File: config.mk
export PLATFORM = sky130hd
export DESIGN_NAME = nconv_ctrl
export DESIGN_NICKNAME = d
export VERILOG_FILES = /design/src/sv/nconv_pkg.sv /design/src/sv/nconv_ctrl.sv
export VERILOG_INCLUDE_DIRS = /design/src /design/src/sv
export SDC_FILE = /design/constraint.sdc
export NUM_CORES = 1
export LEC_CHECK = 0
export ABC_AREA = 1
export BUFFER_PORTS_ARGS = -buffer_cell sky130_fd_sc_hd__buf_2
export CORE_AREA = 2 2 39 41
export DETAILED_ROUTE_END_ITERATION = 10
export DIE_AREA = 0 0 41 43
export HOLD_SLACK_MARGIN = 0.06
export SYNTH_ARGS = -nofsm -noshare
export SYNTH_HDL_FRONTEND = slang
export SYNTH_SLANG_ARGS = --single-unit
File: constraint.sdc
create_clock -name clk -period 1.4 [get_ports clk]
set_input_delay 0.28 -clock clk [delete_from_list [all_inputs] [get_ports clk]]
set_output_delay 0.28 -clock clk [all_outputs]
set_load 0.01 [all_outputs]
File: src/sv/normalized_2d_convolution_assert.svh
// Assertion macros shared by the convolution block.
// Needs signals clk and arst_n in the scope that uses them.
`ifndef NORMALIZED_2D_CONVOLUTION_ASSERT_SVH
`define NORMALIZED_2D_CONVOLUTION_ASSERT_SVH
`ifndef ASSERT_OFF
`define NC_ASSERT(lbl, prop, msg) \
	lbl: assert property (@(posedge clk) disable iff (!arst_n) prop) else $error(msg);
`define NC_ASSERT_IMP(lbl, ante, cons, msg) \
	`NC_ASSERT(lbl, (ante) |-> (cons), msg)
`else
`define NC_ASSERT(lbl, prop, msg)
`define NC_ASSERT_IMP(lbl, ante, cons, msg)
`endif
`endif

File: src/sv/nconv_pkg.sv
// Shared constants, types and helpers for the normalised convolution block.
// No dependencies.
`timescale 1ns / 1ps
package nconv_pkg;
	localparam int MAX_IMG_W = 64;
	localparam int MAX_IMG_H = 64;
	localparam int MAX_KSIDE = 7;
	localparam int POS_W = 6;
	localparam int IMG_SZ_W = 7;
	localparam int KSZ_W = 3;
	localparam int SMP_W = 16;
	localparam int PIX_DEPTH = MAX_IMG_W * MAX_IMG_H;
	localparam int PIX_AW = $clog2(PIX_DEPTH);
	localparam int COEF_DEPTH = MAX_KSIDE * MAX_KSIDE;
	localparam int COEF_AW = $clog2(COEF_DEPTH);
	localparam int PROD_W = 2 * SMP_W;
	localparam int ACC_W = 40;
	localparam int SUM_W = 22;
	localparam int RES_W = 32;
	localparam int CNT_W = 6;

	localparam logic [1:0] MODE_COEF = 2'd0;
	localparam logic [1:0] MODE_PIX = 2'd1;
	localparam logic [1:0] MODE_CALC = 2'd2;

	localparam logic [2:0] REG_IMG_W = 3'd0;
	localparam logic [2:0] REG_IMG_H = 3'd1;
	localparam logic [2:0] REG_KER_W = 3'd2;
	localparam logic [2:0] REG_KER_H = 3'd3;

	typedef struct packed {
		logic walk;
		logic div_load;
		logic div_step;
		logic emit;
	} nc_cmd_t;

	typedef struct packed {
		logic go_walk;
		logic walk_last;
		logic pipe_busy;
		logic div_done;
		logic out_free;
	} nc_sts_t;

	function automatic logic [IMG_SZ_W-1:0] clamp_size(input logic [IMG_SZ_W-1:0] v,
			input logic [IMG_SZ_W-1:0] hi);
		logic [IMG_SZ_W-1:0] r;
		if (v == '0) begin
			r = IMG_SZ_W'(1);
		end else if (v > hi) begin
			r = hi;
		end else begin
			r = v;
		end
		return r;
	endfunction
endpackage

File: src/sv/nconv_ctrl.sv
// Sequencer for the normalised convolution block: accept, tap walk, drain, divide, emit.
// Depends on nconv_pkg and the assertion header.
`timescale 1ns / 1ps
`include "normalized_2d_convolution_assert.svh"
module nconv_ctrl (
	input  logic               clk,
	input  logic               arst_n,
	input  logic               in_valid,
	output logic               in_ready,
	input  nconv_pkg::nc_sts_t sts,
	output nconv_pkg::nc_cmd_t cmd
);
	import nconv_pkg::*;

	typedef enum logic [2:0] {ST_IDLE, ST_WALK, ST_DRAIN, ST_DIV, ST_EMIT} state_t;
	state_t state_q;

	always_ff @(posedge clk or negedge arst_n) begin
		if (!arst_n) begin
			state_q <= ST_IDLE;
		end else begin
			unique case (state_q)
				ST_IDLE:  if (in_valid) state_q <= sts.go_walk ? ST_WALK : ST_EMIT;
				ST_WALK:  if (sts.walk_last) state_q <= ST_DRAIN;
				ST_DRAIN: if (!sts.pipe_busy) state_q <= ST_DIV;
				ST_DIV:   if (sts.div_done) state_q <= ST_EMIT;
				ST_EMIT:  if (sts.out_free) state_q <= ST_IDLE;
				default:  state_q <= ST_IDLE;
			endcase
		end
	end

	always_comb begin
		in_ready = (state_q == ST_IDLE);
		cmd = '0;
		unique case (state_q)
			ST_IDLE:  ;
			ST_WALK:  cmd.walk = 1'b1;
			ST_DRAIN: cmd.div_load = !sts.pipe_busy;
			ST_DIV:   cmd.div_step = !sts.div_done;
			ST_EMIT:  cmd.emit = sts.out_free;
			default:  ;
		endcase
	end

	`NC_ASSERT_IMP(a_div_after_drain, state_q == ST_DIV, !sts.pipe_busy, "taps still in flight during divide")
	`NC_ASSERT(a_walk_end, (state_q == ST_WALK && sts.walk_last) |=> (state_q == ST_DRAIN), "walk did not end")
	`NC_ASSERT_IMP(a_emit_free, cmd.emit, sts.out_free, "result register overwritten")
endmodule

[Word-level counts from Yosys, hierarchy flattened]
Cells that the tools add are included.
Word-level totals
  register bits: 3
  input bits: 8
  output and inout port bits: 5
Operators by class
  equal/unequal tests: 9
  muxes and demuxes: 11
  reductions and logical operators: 4
Operators by type and width (number)
  3-bit two-way mux: 6
  3-bit one-hot mux with 5 select lines: 1
  2-bit inequality test (second input constant): 5
  3-bit by 2-bit equality test with 1-bit output (second input constant): 2
  5-bit AND reduction: 1
  1-bit two-way mux: 4
  3-bit by 1-bit equality test with 1-bit output (second input constant): 1
  3-bit equality test (second input constant): 1
  3-bit zero test: 1
  1-bit zero test: 2

[Depth between registers and ports, before layout]
Gate-level depths: netlist of the first run.
  depth in word-level cells: 3
  gate-level depth with buffers: 7
  mapped depth without buffers: 7

[Worst setup path before layout of the first run]
OpenSTA, ideal clock, no wires.
  kind: register -> output
  from: register state_q[1]
  to: output port cmd[0] (netlist bit)
  arrival: 853 ps
  required time: 1120 ps
  slack: 267 ps
  stages on the path, launching flop included: 2
  path buffers: 0
  cell sequence: dfrtp_1 nor4_1
RTL lines
  start, declared: line nconv_ctrl.sv:16  | state_t state_q;
  start signal, assigned: line nconv_ctrl.sv:23  | ST_IDLE: if (in_valid) state_q <= sts.go_walk ? ST_WALK : ST_EMIT;
  end, declared: line nconv_ctrl.sv:11  | output nconv_pkg::nc_cmd_t cmd

[Final worst setup path of the first run]
  from: register state_q[0]
  to: output port in_ready
On the way
  word-level cells in the longest chain between the ends: 1
RTL lines
  3-bit zero test: line nconv_ctrl.sv:34  | in_ready = (state_q == ST_IDLE);
  end, declared: line nconv_ctrl.sv:9  | output logic in_ready,
No other way between the ends.

==> flow_summary_export.csv, run 1 <==
group,metric,value,unit
timing,setup_viol,0,
floorplanning,io-pin-count,13,
min_path,hold_depth,4,
timing,rsz0062_at_grt,"yes",
place,portBuffers,12,
floorplanning,fp.dieW,41,microns
setup_path,reg2reg_depth,6,
min_path,min_path_type,"input port to flop",
floorplanning,initial_core_util,17.27,%
cells_and_area,final_cell_mix,"buf_2, nand2_1, inv_1, nand3_1",
place,finalWeightedCongestion,0.7185,
grt,grt-ovfl-total,0,
timing,fin_crit_sh,98.10,%
cells_and_area,post-route-util,27.40,%
cells_and_area,largest_reg_flops,3,
power,intPower,0.3964,mW
floorplanning,core,1384,sq um
synth,ys_seq_area_share,31.41,%
timing,fin_skew,0.001771,ns
cells_and_area,fin_area,379.1,sq um
clock_tree,ctsHtreeMaxLevel,1,
synth,synthTopCellsByArea,"dfrtp_1, nand3_1, nand2_1",
route,drt-initial-drc-count,1,
setup_path,cp_data_arrival_time,1.09,ns
cells_and_area,top_regs,"state_q (3)",
synth,synth_cell_type_count,12,
setup_path,required,1.12,ns
route,drc,0,
setup_path,cp-start-kind,"flop",
cells_and_area,nNetsFinal,64,
timing,fmax,0.7281,GHz
grt,grt_pass1_wl,945,microns
power,p_sw,0.3244,mW
cells_and_area,diodes,0,
grt,grt_max_degree,7,
synth,syn_nets,45,
cells_and_area,top_register,"state_q",
clock_tree,cts_buffer_depth,2,
power,leakagePower,0.2196,nW
route,vias,290,
setup_path,r2r_slack,0.20,ns
clock_tree,cts_buffers,3,
power,power,0.7207,mW
synth,syn_inst,37,
timing,holdWs,0.3346,ns
route,dr.pass1.iters,2,
timing,hold_viol_final,0,
synth,ys_warn_count,0,
setup_path,crit_fanout,5,
clock_tree,cts_sinks,3,
place,dp_slack,0.2373,ns
timing,final.setup.tns,0,ns
floorplanning,core.rowCount,14,
clock_tree,clk_latency,0.23,ns
cells_and_area,final_layout_size_suffix_gt1_share,47.27,%
power,p_clk_share,20.8,%
timing,slew_headroom,87.02,%
timing,drv_slew,0,
cells_and_area,final_common_cell,"buf_2",
clock_tree,cts-root-buf,"clkbuf_4",
synth,syn-cell-area,239.0,sq um
place,placed_area,319.1,sq um
power,pwr_density_cell,1901,nW/um^2
power,combPwrFrac,54.5,%
place,dp_hpwl,457.5,microns
route,wirelength,599,microns
synth,syn_avg_cell_area,6.459,sq um
timing,period_minus_slack,1.373,ns
route,routedWlPerCell,8.437,microns
power,switching_share,45.00,%
status,outcome,"finished, final reports clean",
setup_path,endpoint_kind,"primary output",
grt,track_usage,7.956,%
cells_and_area,fill_cells,161,
synth,yosysTopAreaCell,"dfrtp_1",
setup_path,path_class,"flop to primary output",
route,postRouteAntennaNets,0,
power,ir_drop,0.8112,mV
timing,tightestPinTransition,0.1939,ns
power,seqPwrFrac,24.7,%
timing,fin_ws,0.02661,ns
clock_tree,tritoncts,"yes",
synth,synth-seq-cells,3,
cells_and_area,fin_cells,71,
grt,grt_pass1_vias,251,
floorplanning,die_h,43,microns
place,dp_cells,65,
synth,synth_top_area_share,31.41,%
grt,antenna_found_initial,0,
route,viasPerCell,4.085,
floorplanning,design.die.area,1763,sq um
clock_tree,path_clk_slew,0.04,ns
cells_and_area,area_delta_synth_final,58.64,%
job,cap_viol_max_count,0,
[Yosys cell counts]
master,instances
inv_1,6
nor4_1,1
o22ai_1,1
nor2_1,4
nand3b_1,1
inv_2,2
o21ai_0,1
nand2_1,8
nor2_2,1
nor2_4,2
dfrtp_1,3
nand3_1,7
[cell families (layout without fill, tap and decap cells)]
family	Yosys count	count (layout)	share of synthesized area [%]
and+or+nand+nor	24	24	51.31
DFF	3	3	31.41
buffers and inverters	8	26	12.57
AOI/OAI and AO/OA	2	2	4.712
[worst paths after layout]
path | from | to
worst max-delay path | state_q[0] | in_ready
worst min-delay path | sts[3] | state_q[0]
worst max register to register | state_q[0] | state_q[1]
worst min register to register | state_q[2] | state_q[2]
max in group asynchronous | arst_n | state_q[0]
min in group asynchronous | arst_n | state_q[1]
[cell type report]
class,instances,area [sq um],share of cell area [%]
well taps,16,20.02,5.281
inverters,8,30.03,7.921
multi-input cells,26,147.6,38.94
repair buffers,14,77.57,20.46
clock buffers,4,26.28,6.931
flip-flops and latches,3,77.57,20.46
[power groups by stage]
stage                     Combinational (mW)  Clock (mW)  Sequential, mW
after floorplan                        0.267           0           0.153
after global placement                 0.363           0           0.160
after CTS                              0.391       0.157           0.168
after detailed placement               0.363           0           0.161
final                                  0.393       0.150           0.178
after global routing                   0.444       0.172           0.183
[worst max-delay path, cell delays in order, from the launching register on]
cell and delay, ns:
dfrtp_2 0.43, nor2_2 0.15, nand2_1 0.10, inv_2 0.06
buf_2 0.12
[per-layer routing]
layer	track usage, %	part of all wire [%]
met5	0	0
met4	4.000	0
met3	3.665	6.3
met2	11.25	51
met1	9.740	43
[what timing repair did]
action	CTS	global route
buffers inserted	1	0
pin swaps	0	2
hold endpoints to repair	3	0
cloned	0	0
resized for setup	2	3
endpoints found under the setup margin	2	5
hold buffers	1	0
Power figures use the tool's default switching activity.
==> run 2, diff against run 1 <==
--- a/config.mk
+++ b/config.mk
@@ -6,7 +6,6 @@
 export SDC_FILE = /design/constraint.sdc
 export NUM_CORES = 1
 export LEC_CHECK = 0
-export ABC_AREA = 1
 export BUFFER_PORTS_ARGS = -buffer_cell sky130_fd_sc_hd__buf_2
 export CORE_AREA = 2 2 39 41
 export DETAILED_ROUTE_END_ITERATION = 10
==> run 2 against run 1 <==
- the flow now finishes with violations (negative setup slack)
- setup slack got worse by 0.050 ns
- core utilization is 1.1 points lower
- cell count fell by 18%
- register-to-register slack lost 0.07 ns
- die area stayed put
- clock power is essentially flat
- cell area down 4.0%
- clock skew up 0.0017 ns
- power is 3.7% lower
- area after synthesis shrank 12%
- non-clock buffer count increased by 4
- flip-flop and latch count is the same
- largest power group unchanged
==> flow_summary_export.csv, run 2 <==
group,metric,value,unit
setup_path,path_cells,"nor4bb_2 -> buf_2",
grt,met2_usage,11.25,%
synth,syn_nets,31,
timing,fin_skew,0.003508,ns
status,outcome,"complete, but fails checks",
synth,synth-main-ff-cell,"dfrtp_1",
grt,grt_pass1_vias,222,
timing,slew_headroom,84.67,%
floorplanning,core.rowCount,14,
floorplanning,initial_core_util,15.28,%
route,viasPerCell,4.379,
floorplanning,die_h,43,microns
synth,synth_edf_count,0,
timing,fin_crit_sh,101.7,%
clock_tree,cts_sinks,3,
timing,hold_viol_final,0,
place,finalWeightedCongestion,0.6935,
route,postRouteAntennaNets,0,
synth,yosysTopAreaCell,"dfrtp_1",
place,portBuffers,12,
route,drc,0,
job,cap_viol_max_count,0,
synth,netlist_top_cells_count,"nand2_1, dfrtp_1, nor2_1, nor4b_1",
cells_and_area,nNetsFinal,51,
grt,grt-ovfl-total,0,
grt,met3_usage,1.571,%
power,leakagePower,0.1668,nW
synth,ys_warn_count,0,
place,dp_hpwl,365.9,microns
clock_tree,ctsHtreeMaxLevel,1,
cells_and_area,largest_reg_flops,3,
cells_and_area,final_common_cell,"buf_2",
route,dr.pass1.iters,2,
synth,synth.most_common_cell,"nand2_1",
timing,fmax,0.7025,GHz
grt,track_usage,8.165,%
floorplanning,design.die.area,1763,sq um
clock_tree,cts_buffer_depth,2,
timing,holdWs,0.2520,ns
timing,tightestPinTransition,0.2267,ns
synth,syn-cell-area,211.5,sq um
status,failed_checks,"negative setup slack",
cells_and_area,top_register,"state_q",
route,drt-initial-drc-count,3,
clock_tree,cts_buffers,3,
setup_path,required,1.12,ns
cells_and_area,diodes,0,
setup_path,cp_data_arrival_time,1.14,ns
setup_path,endpoint_kind,"primary output",
synth,synth_top_area_share,35.50,%
cells_and_area,fill_cells,163,
grt,busiest_layer,"met2",
setup_path,crit_fanout,7,
route,vias,254,
route,routedWlPerCell,11.05,microns
clock_tree,clk_latency,0.23,ns
floorplanning,fp.dieW,41,microns
grt,grt_pass1_wl,903,microns
setup_path,critPathMaxStageDelay,0.45,ns
route,wirelength,641,microns
setup_path,path_class,"flop to primary output",
synth,synthTopCellsByArea,"dfrtp_1, mux4_2, nor4b_1",
grt,antenna_found_initial,0,
floorplanning,io-pin-count,13,
setup_path,path_delay_family,"flip-flops",
clock_tree,cts-root-buf,"clkbuf_4",
timing,setup_viol,1,
cells_and_area,final_layout_size_suffix_gt1_share,64.29,%
synth,synth_cell_type_count,16,
power,pwr_density_cell,1907,nW/um^2
power,ir_drop,0.4282,mV
setup_path,crit_buf_inv,1,
cells_and_area,final_cell_mix,"buf_2, nand2_1, clkbuf_4, buf_4, dfrtp_2",
timing,rsz0062_at_grt,"yes",
timing,drv_slew,0,
cells_and_area,seqCellArea,78.83,sq um
clock_tree,tritoncts,"yes",
min_path,min_path_type,"input port to flop",
cells_and_area,multi_input_area,137.6,sq um
grt,grt_max_degree,8,
grt,grt_use_met1,9.772,%
synth,ys_seq_area_share,35.50,%
synth,synth-seq-cells,3,
cells_and_area,area_delta_synth_final,72.19,%
timing,fin_ws,-0.02351,ns
cells_and_area,top_regs,"state_q (3)",
setup_path,cp_slowest_cell,"dfrtp_2",
synth,synthArstFlopShare,100.0,%
place,dp_slack,0.1459,ns
timing,period_minus_slack,1.424,ns
clock_tree,path_clk_slew,0.04,ns
synth,syn_avg_cell_area,9.194,sq um
setup_path,cp-start-kind,"flop",
synth,syn_inst,23,
floorplanning,core,1384,sq um
run 2: power by group:
part           internal (mW)  switching, mW
Sequential             0.131         0.0712
Clock                  0.107         0.0450
Combinational          0.187          0.153
run 2: metrics by stage:
step / area (sq um) / util, % / std cells / power, mW / TNS [ns]
finish: 364.1 / 26.31 / 58 / 0.6944 / -0.02351
global route: 364.1 / 26.31 / 58 / 0.7430 / -0.1218
CTS: 355.3 / 25.68 / 58 / 0.6824 / -0.01709
detailed placement: 271.5 / 19.62 / 48 / 0.4220 / 0
global placement: 271.5 / 19.62 / 48 / 0.4164 / 0
floorplan: 211.5 / - / 23 / 0.3720 / 0
run 2: cell type report:
| cell class | instances | share of cell area, % |
|---|---|---|
| Tap cell | 16 | 5.498 |
| Timing Repair Buffer | 18 | 27.84 |
| Sequential cell | 3 | 21.65 |
| Multi-Input combinational cell | 17 | 37.80 |
| Clock buffer | 4 | 7.216 |
run 2: final timing paths:
path / endpoint / start / slack (ns) / cells past startpoint
max: cmd[1] / state_q[2] / -0.02 / 2
min: state_q[2] / sts[0] / 0.25 / 2
max reg2reg: state_q[2] / state_q[0] / 0.13 / 5
min reg2reg: state_q[0] / state_q[2] / 0.52 / 1
max in group asynchronous: state_q[1] / arst_n / 0.90 / 2
min in group asynchronous: state_q[0] / arst_n / 0.38 / 2
run 2: worst reg2reg max path, stage by stage (launching register included):
cell,delay (ns)
dfrtp_2,0.44
buf_1,0.16
buf_4,0.16
nor4b_2,0.24
a31oi_1,0.07
o22ai_1,0.12
run 2: metal layers:
layer | share of wire (%) | vias to the layer above
li1 | - | 121
met1 | 42 | 120
met2 | 48 | 11
met3 | 7.8 | 2
met4 | 2.2 | 0
met5 | 0 | -
run 2: cell families (layout without fill, tap and decap cells):
family	count (synthesis)	in the layout	synth area share (%)
compound gates	3	3	8.286
buf+inv	3	22	9.463
flops	3	3	35.50
mux	1	1	10.65
simple gates	13	13	36.10
run 2: timing repair:
item / 4_1_cts / 5_1_grt
buffers inserted: 5 / 0
pin swaps: 2 / 0
endpoints found under the hold margin: 3 / 0
gates resized for setup: 5 / 2
hold buffers: 1 / 0
setup endpoints to repair: 4 / 5
==> run 3, diff against run 2 <==
--- a/config.mk
+++ b/config.mk
@@ -8,6 +8,7 @@
 export LEC_CHECK = 0
 export BUFFER_PORTS_ARGS = -buffer_cell sky130_fd_sc_hd__buf_2
 export CORE_AREA = 2 2 39 41
+export CTS_BUF_LIST = sky130_fd_sc_hd__clkbuf_4 sky130_fd_sc_hd__clkbuf_8
 export DETAILED_ROUTE_END_ITERATION = 10
 export DIE_AREA = 0 0 41 43
 export HOLD_SLACK_MARGIN = 0.06
==> constraint.sdc (replaced) <==
create_clock -name clk -period 1.6 [get_ports clk]
set_input_delay 0.32 -clock clk [delete_from_list [all_inputs] [get_ports clk]]
set_output_delay 0.32 -clock clk [all_outputs]
set_load 0.01 [all_outputs]
==> run 3 against run 2 <==
- cell area decreased by 14%
- core utilization decreased by 3.6 points
- via count decreased by 14%
- cell count decreased by 8.6%
- die area unchanged
- first-iteration DRC count increased by 33%
- routed wire length decreased by 24%
- sequential share of layout area increased by 3.1 points
- the run now ends clean
- register-to-register slack improved by 0.36 ns
==> flow_summary_export.csv, run 3 (synthesized netlist as in run 2, its figures left out) <==
group,metric,value,unit
power,switching_share,36.81,%
setup_path,path_cells,"nor4bb_1 -> buf_2",
cells_and_area,fin_cells,53,
clock_tree,cts_sinks,3,
floorplanning,fp.dieW,41,microns
grt,grt-ovfl-total,0,
floorplanning,design.die.area,1763,sq um
cells_and_area,area_delta_synth_final,48.52,%
timing,fin_crit_sh,93.06,%
setup_path,path_delay_family,"flip-flops",
grt,grt_pass1_wl,703,microns
power,ir_drop,0.3753,mV
timing,drv_slew,0,
clock_tree,cts_buffers,3,
power,power,0.5187,mW
setup_path,cp-start-kind,"flop",
route,drc,0,
cells_and_area,diodes,0,
setup_path,critPathMaxStageDelay,0.45,ns
cells_and_area,final_cell_mix,"buf_2, nand2_1, clkbuf_4",
cells_and_area,largest_reg_flops,3,
route,wirelength,486,microns
timing,fin_skew,0.0008550,ns
power,p_sw,0.1909,mW
route,drt-initial-drc-count,4,
route,routedWlPerCell,9.170,microns
power,combPwrFrac,35.3,%
timing,fmax,0.6716,GHz
job,cap_viol_max_count,0,
grt,antenna_found_initial,0,
cells_and_area,nNetsFinal,46,
setup_path,reg2reg_depth,2,
timing,tightestPinTransition,0.2571,ns
place,dp_hpwl,365.9,microns
cells_and_area,seqCellArea,77.57,sq um
floorplanning,die_h,43,microns
clock_tree,ctsHtreeMaxLevel,1,
cells_and_area,top_register,"state_q",
floorplanning,core,1384,sq um
floorplanning,core.rowCount,14,
clock_tree,clk_latency,0.23,ns
cells_and_area,multi_input_area,116.4,sq um
clock_tree,tritoncts,"yes",
timing,hold_viol_final,0,
cells_and_area,final_common_cell,"buf_2",
floorplanning,initial_core_util,15.28,%
power,p_clk_share,28.5,%
setup_path,path_class,"flop to primary output",
grt,track_usage,6.256,%
timing,period_minus_slack,1.489,ns
route,vias,219,
place,finalWeightedCongestion,0.6935,
timing,setup_viol,0,
power,seqPwrFrac,36.2,%
place,portBuffers,12,
timing,fin_ws,0.1110,ns
grt,grt_max_degree,11,
min_path,hold_depth,2,
power,intPower,0.3277,mW
cells_and_area,final_layout_size_suffix_gt1_share,51.35,%
timing,rsz0062_at_grt,"no",
setup_path,endpoint_kind,"primary output",
grt,grt_pass1_vias,178,
power,leakagePower,0.1465,nW
floorplanning,io-pin-count,13,
clock_tree,cts-root-buf,"clkbuf_4",
place,dp_slack,0.3059,ns
route,dr.pass1.iters,2,
status,outcome,"finished, final reports clean",
power,pwr_density_cell,1652,nW/um^2
place,dp_cells,48,
cells_and_area,top_regs,"state_q (3)",
timing,final.setup.tns,0,ns
setup_path,cp_num_cells,2,
route,postRouteAntennaNets,0,
setup_path,crit_buf_inv,1,
setup_path,cp_data_arrival_time,1.17,ns
clock_tree,cts_buffer_depth,2,
timing,slew_headroom,82.62,%
min_path,min_path_type,"input port to flop",
clock_tree,post-cts-setup-buffer-count,0,
route,viasPerCell,4.132,
cells_and_area,fill_cells,159,
clock_tree,path_clk_slew,0.04,ns
setup_path,cp_slowest_cell,"dfrtp_1",
setup_path,required,1.28,ns
setup_path,crit_fanout,9,
==> run 3: cell types whose count changed in the layout (fill, tap and decap cells not counted), sizes merged <==
cell / change
buf: -5
==> run 3: layer usage <==
layer	GRT usage (%)	part of all wire [%]
met4	8.000	0
met1	7.190	43
met3	1.571	9.9
met5	0	0
met2	7.813	47
==> run 3: path summary, 6_finish.rpt <==
check                            from    endpoint  slack, ns
max reg2reg                state_q[1]  state_q[0]       0.49
min reg2reg                state_q[2]  state_q[0]       0.58
min                            sts[0]  state_q[2]       0.30
max in group asynchronous      arst_n  state_q[1]       1.07
min in group asynchronous      arst_n  state_q[2]       0.42
max                        state_q[2]      cmd[1]       0.11
==> run 3: power groups by stage <==
stage / Combinational (mW) / Clock [mW] / Sequential (mW)
6_report: 0.183 / 0.148 / 0.188
5_1_grt: 0.205 / 0.159 / 0.199
2_1_floorplan: 0.210 / 0 / 0.115
3_5_place_dp: 0.183 / 0 / 0.187
4_1_cts: 0.186 / 0.155 / 0.185
3_3_place_gp: 0.182 / 0 / 0.182
==> run 3: layout make-up <==
type,count,share of cell area [%]
Sequential cell,3,24.70
Multi-Input combinational cell,17,37.05
Clock buffer,4,9.562
Tap cell,16,6.375
Timing Repair Buffer,13,22.31
==> run 3: through the flow <==
step	hold WS, ns	area [sq um]	utilization (%)
2_1_floorplan	0.02441	211.5	-
3_3_place_gp	0.1166	271.5	19.62
3_5_place_dp	0.1159	271.5	19.62
4_1_cts	0.2929	311.5	22.51
5_1_grt	0.3096	314.1	22.69
6_report	0.2991	314.1	22.69
==> run 3: repair_timing <==
action / in CTS / in global routing
resized for setup: 0 / 2
hold endpoints to repair: 3 / 0
setup endpoints to repair: 0 / 1
hold buffers: 1 / 0
